**config.mk**
```make
export PLATFORM = sky130hd
export DESIGN_NAME = hds_job_fifo
export DESIGN_NICKNAME = d
export VERILOG_FILES = /design/src/sv/hds_pkg.sv /design/src/sv/hds_job_fifo.sv
export SDC_FILE = /design/constraint.sdc
export NUM_CORES = 1
export LEC_CHECK = 0
export BUFFER_PORTS_ARGS = -buffer_cell sky130_fd_sc_hd__buf_2
export CAP_MARGIN = 20
export CORE_UTILIZATION = 55
export CTS_CLUSTER_SIZE = 24
export DETAILED_ROUTE_END_ITERATION = 10
export GPL_ROUTABILITY_DRIVEN = 0
export HOLD_SLACK_MARGIN = 0.12
export PLACE_DENSITY_LB_ADDON = 0.3
export SKIP_LAST_GASP = 1
export SYNTH_ARGS = -nofsm -noshare
export SYNTH_HDL_FRONTEND = slang
export SYNTH_SLANG_ARGS = --single-unit
export TNS_END_PERCENT = 20
```
**constraint.sdc**
```tcl
create_clock -name clk -period 19.81 [get_ports clk]
set_clock_uncertainty 0.05 [all_clocks]
set_input_delay 0 -clock clk [delete_from_list [all_inputs] [get_ports clk]]
set_output_delay 0 -clock clk [all_outputs]
set_load 0.02 [all_outputs]
```
**src/sv/hds_pkg.sv**
```systemverilog
`default_nettype none
package hds_pkg;

    // dimension arithmetic width, covers the largest frame size
    localparam int DIM_BITS      = 14;
    localparam int DIM_REG_BITS  = 11;
    localparam int DT_BITS       = 16;
    localparam int DT_SHIFT      = 16;
    localparam int ACC_BITS      = 40;
    localparam int CFG_BITS      = 16;
    localparam int CFG_IDX_BITS  = 2;

    // result ordering: backlog limit and results released per pixel
    localparam int VQ_DEPTH      = 32;
    localparam int VQ_BITS       = 6;
    localparam int POP_MAX       = 4;
    localparam int GROUP_MAX     = 9;

    // result buffer and job queue
    localparam int BUF_DEPTH     = 64;
    localparam int BUF_AW        = 6;
    localparam int PTR_BITS      = 7;
    localparam int JOB_DEPTH     = 8;
    localparam int JOB_AW        = 3;

    localparam logic [DT_BITS-1:0]      TIME_STEP_RESET = 16'd15729;
    localparam logic [DIM_REG_BITS-1:0] DIM_RESET       = 11'd512;

    typedef enum logic [CFG_IDX_BITS-1:0] {
        REG_TIME_STEP    = 2'd0,
        REG_IMAGE_WIDTH  = 2'd1,
        REG_IMAGE_HEIGHT = 2'd2
    } cfg_reg_t;

    typedef struct packed {
        logic       top;
        logic       bot;
        logic       left;
        logic       right;
        logic       last_px;
        logic [3:0] kept;
        logic [3:0] group;
    } job_ctl_t;

    typedef struct packed {
        logic [PTR_BITS-1:0] popped_ptr;
        logic                mark_set;
        logic [BUF_AW-1:0]   mark_slot;
    } front_stat_t;

    typedef struct packed {
        logic                job_taken;
        logic [PTR_BITS-1:0] rd_ptr;
    } back_stat_t;

endpackage
`default_nettype wire

```
**src/sv/hds_job_fifo.sv**
```systemverilog
`default_nettype none
module hds_job_fifo #(
    parameter int WIDTH = 97
) (
    input  wire              clk,
    input  wire              rst_n,
    input  wire              push,
    input  wire  [WIDTH-1:0] push_data,
    input  wire              pop,
    output logic             head_valid,
    output logic [WIDTH-1:0] head_data
);

    logic [WIDTH-1:0]          slot_reg [hds_pkg::JOB_DEPTH];
    logic [hds_pkg::JOB_AW:0]  wr_reg, rd_reg;

    assign head_valid = (wr_reg != rd_reg);
    assign head_data  = slot_reg[rd_reg[hds_pkg::JOB_AW-1:0]];

    always_ff @(posedge clk)
    begin
        if (push)
        begin
            slot_reg[wr_reg[hds_pkg::JOB_AW-1:0]] <= push_data;
        end
    end

    always_ff @(posedge clk or negedge rst_n)
    begin
        if (!rst_n)
        begin
            wr_reg <= '0;
            rd_reg <= '0;
        end
        else
        begin
            if (push)
            begin
                wr_reg <= wr_reg + (hds_pkg::JOB_AW+1)'(1);
            end
            if (pop)
            begin
                rd_reg <= rd_reg + (hds_pkg::JOB_AW+1)'(1);
            end
        end
    end

endmodule
`default_nettype wire

```
# == Word-level counts from Yosys, hierarchy flattened ==
# Memories as Yosys holds them, arrays and structs flattened.
# Cells that the tools add are included.
# classes
mux,2
add_sub_neg,2
n_eq_ne,1
# ops
op,n
"adder 4 x 1 -> 4 bit, second input constant",2
!= test 4 bit,1
2-to-1 mux 1 bit,2
# word_totals
out_inout_bits,98
n_memories,1
ramBits,776
elab_cells,8
register_bits,8
# memory_table
name,words,width,rd,rd_clocked_by_memory_dff,write_ports,line_no,rtl
slot_reg,8,97,1,0,1,hds_job_fifo.sv:14,logic [WIDTH-1:0] slot_reg [hds_pkg::JOB_DEPTH];

# == Depth between registers and ports, before layout ==
# logic_depth
depth_word,2
depth_mapped,5
mapped_depth_nobuf,3

# == Worst setup path before layout ==
# OpenSTA, ideal clock, no wires.
# synth_timing
kind,flip-flop to flip-flop
start,reg wr_reg[1] (netlist bit)
end,"mem slot_reg[4][0], enable pin"
path_stages_with_launch,3
t_arrival_ps,7198
setup_time_ps,671
period_less_slack_ps,7919
path_slack_ps,11891
path_cell_list,dfrtp_1 > clkbuf_1 > nor3_1
# synth_lines
element,line_no,rtl
"start, declared",hds_job_fifo.sv:15,"logic [hds_pkg::JOB_AW:0] wr_reg, rd_reg;"
"start signal, assigned",hds_job_fifo.sv:39,wr_reg <= wr_reg + (hds_pkg::JOB_AW+1)'(1);
"end, declared",hds_job_fifo.sv:14,
# Straight into the memory's write port.

# == Worst setup path in the final report ==
# layout_timing
start,reg rd_reg[2] (netlist bit)
end,out head_data[17]
# layout_between
elab_chain_cells,1
# layout_rtl
element,line_no,rtl
"start, declared",hds_job_fifo.sv:15,
"start signal, assigned",hds_job_fifo.sv:43,rd_reg <= rd_reg + (hds_pkg::JOB_AW+1)'(1);
memory read (8 x 97 bit),--,
"end, declared",hds_job_fifo.sv:11,output logic [WIDTH-1:0] head_data
# No other way between the ends.

==> key figures <==
Run status
  • Outcome: complete, but fails checks
  • Violated checks: design-rule violations

Logic synthesis
  • Number of distinct library cells after synthesis: 17
  • Total nets after synthesis: 1267
  • Mapped Cells: 1164
  • Fraction of the yosys area taken by sequential cells: 79.6%
  • Number of flops mapped to enable cells by yosys: 776
  • Synth Register Bits: 784
  • Warnings, synthesis: 0
  • Share of the synthesized area in the top cell type: 78.9%
  • Post-synthesis average cell area: 25.4 µm²
  • Cell taking the most area after synthesis: sky130_fd_sc_hd__edfxtp_1
  • Synth async-reset ratio: 1.02%
  • Cell Area, Synth: 29500 µm²
  • Most used flip-flop cell after synthesis: sky130_fd_sc_hd__edfxtp_1
  • Biggest area contributors in the synthesized netlist: sky130_fd_sc_hd__edfxtp_1 (79%), sky130_fd_sc_hd__mux4_2 (15%), sky130_fd_sc_hd__mux2_2 (3.8%), sky130_fd_sc_hd__dfrtp_1 (0.68%), sky130_fd_sc_hd__buf_6 (0.57%)

Timing
  • Crit path time final: 3.89 ns
  • Fmax: 257 MHz
  • Transition time at the pin with the least slew margin: 1.00 ns
  • Max-slew violation count: 0
  • Setup Total Neg Slack: 0 ns
  • Setup repair after global routing missed its margin: false
  • Worst setup slack after layout: 15.92 ns
  • Final Hold Violating Endpoints: 0
  • Setup violations, final: 0
  • Relative slew margins: 33.1%
  • Final period utilization: 19.6%

CTS
  • Buffer cell driving the clock tree root: sky130_fd_sc_hd__clkbuf_16
  • Inserted Clock Buffers: 78
  • Setup repair bufs after CTS: 0
  • Number of levels the H-tree was split into: 3
  • Skew-Pair Late Insertion Delay: 0.61 ns
  • TritonCTS Sinks: 784
  • Post-cts repair resize count: 0
  • Clock transition time at the flip-flop clock pins of the worst setup and hold paths: 0.06 ns
  • CTS tree: yes
  • Buffer levels on the longest clock path: 3

Layout
  • Synth-to-Final Area Change: 18.6%
  • Share of post-route cells with drive strength above 1: 39.2%
  • Number of flip-flops in the largest register: 776
  • Post-route insts no fill: 2287
  • Post-route core utilization: 66.4%
  • Fill cell count: 3421
  • Final #Nets: 1637

Die
  • Placeable core region: 52800 µm²
  • Std cell rows: 84
  • Die Area: 54600 µm²
  • Height of the die: 234 µm
  • Die W: 234 µm
  • Top-Level Pins: 199
  • Starting density of the core: 56.0%

Setup path
  • Cell-by-cell trace of the critical path: buf_4 > buf_4 > mux4_2 > mux2_2 > buf_2
  • Worst Path Arrival: 3.84 ns
  • Kind of capture point of the worst setup path: primary output
  • Termination of the worst setup path: head_data[17]
  • Origin of the critical flop-to-flop path: wr_reg[2]
  • Library cell contributing the largest single delay on the critical path: sky130_fd_sc_hd__buf_4
  • Capture instance of the worst register-to-register path: slot_reg[0][54]
  • Family with the most delay on the worst path: buffers and inverters
  • Buf+Inv Stages, Crit Path: 3
  • Setup Crit Path Kind: reg2out
  • Worst setup path start: rd_reg[2]
  • Minimum setup slack among reg-to-reg paths: 16.30 ns
  • Reg2Reg Depth: 4
  • Longest individual stage delay on the worst path: 0.78 ns
  • Biggest fanout along the worst timing path: 55
  • Data required time at the worst endpoint: 19.76 ns
  • Most Frequent Cell on Critical Path: sky130_fd_sc_hd__buf_4
  • Instance count on the critical path: 5
  • Critical Path Start Type: register

Global route
  • Number of antenna violations at the first check in global routing: 2
  • Via count of the first global-routing pass: 14269
  • Overflow after GRT: 0
  • Global-route wire length before repair: 85000 µm
  • Total routing usage reported by global routing: 21.4%
  • Largest net degree at the start of global routing: 111

Drt
  • Length of the first detailed-routing pass in iterations: 10
  • Total routed wirelength: 56400 µm
  • Iteration-0 DRC count of the detailed router: 937
  • Routed via count divided by cell count: 5.85
  • Post-detailed-route wirelength per cell: 24.7 µm
  • Routed via count: 13371
  • Detailed-route DRC error count: 18
  • Remaining antenna violation count after routing: 0

Placed design
  • Post-placement worst setup slack: 16.18 ns
  • Placed wire-length estimate after detailed placement: 28700 µm
  • Count of buffers from port buffering: 198
  • Cell count after placement: 2015

Power
  • Largest vdd supply drop: 0.103 mV
  • P per Cell Area: 148 nW/µm²
  • Power, Total: 5.19 mW
  • Standby leakage power: 11.5 nW

Min path
  • Class of the tightest hold or removal check: in2reg
  • Hold Path Cell Cnt: 2

Run
  • Max-cap viol count: 0
## synth_stat cells, drive strengths merged (2+ instances only)
master	instances
edfxtp	776
mux4	194
mux2	99
buf	34
clkbuf	23
dfrtp	8
xnor2	8
nor2	5
nand2	4
nand2b	3
nand4	3
ha	2
nor3	2
xor2	2
## final cells by class
cell class              count  area [µm²]  area share [%]
flip-flops and latches    784       23500            67.2
well taps                 688         861            2.46
inverters                   1        6.26          0.0179
multi-input cells         322        5730            16.4
repair buffers            347        2440            6.97
clock inverters            40         332           0.947
diodes                      1        2.50         0.00715
clock buffers             104        2130            6.10
## worst register-to-register path, delay by kind of cell, from the launching register on
kind                   cells  cell delay [ns]
flip-flops                 1             0.43
AND/OR/NAND/NOR            2             1.10
buffers and inverters      2             1.52
## cells in the final DEF (no fill, tap or decap), drive strengths merged
cell	count
buf	220
bufinv	5
clkbuf	104
clkinv	31
clkinvlp	1
dfrtp	8
diode	1
dlygate4sd3	127
edfxtp	776
ha	2
inv	4
mux2	99
mux4	194
nand2	4
nand2b	3
nand4	3
nor2	5
nor3	2
xnor2	8
xor2	2
## timing repair
action,CTS,global route
setup endpoints to repair,0,0
hold buffers,127,0
hold endpoints to repair,812,0
## power breakdown
group / internal (mW) / switching [mW] / leakage (nW)
logic: 0.717 / 0.858 / 3.12
clock network: 0.824 / 0.590 / 1.20
registers: 2.08 / 0.117 / 7.14
total: 3.63 / 1.57 / 11.5
## through the flow
stage / cell area [µm²] / hold WS [ns]
detailed placement: 31300 / -0.201
finish: 35000 / 0.151
global placement: 31300 / -0.202
floorplan: 29500 / -0.346
global route: 35000 / 0.153
CTS: 35000 / 0.123
## cell families (layout without fill, tap and decap cells)
kind of cell / Yosys count / after routing / synth area share, %
flip-flops: 784 / 784 / 79.6
multiplexers: 293 / 293 / 18.6
buffers and inverters: 58 / 492 / 1.18
AND/OR/NAND/NOR: 17 / 17 / 0.275
XOR/XNOR: 10 / 10 / 0.297
adder cells (fa/ha/maj): 2 / 2 / 0.0847
other: 0 / 1 / 0
## how the worst min path moves through the flow
stage | startpoint | to | slack (ns)
final | push_data[15] | slot_reg[0][15] | 0.15
after global routing | push_data[95] | slot_reg[1][95] | 0.15
after CTS | push_data[69] | slot_reg[6][69] | 0.12
after detailed placement | rst_n | wr_reg[1] | -0.20
after global placement | rst_n | wr_reg[1] | -0.20
after floorplan | rst_n | rd_reg[0] | -0.35
## layer usage
layer	vias to the layer above	GRT usage, %	share of wire, %
met5	-	0	0.018
met4	2	7.12	2.5
met3	103	4.19	5.9
met2	431	35.4	50
met1	7082	29.0	41
li1	5753	-	-
Note: power is estimated with default switching activity, not from simulation.
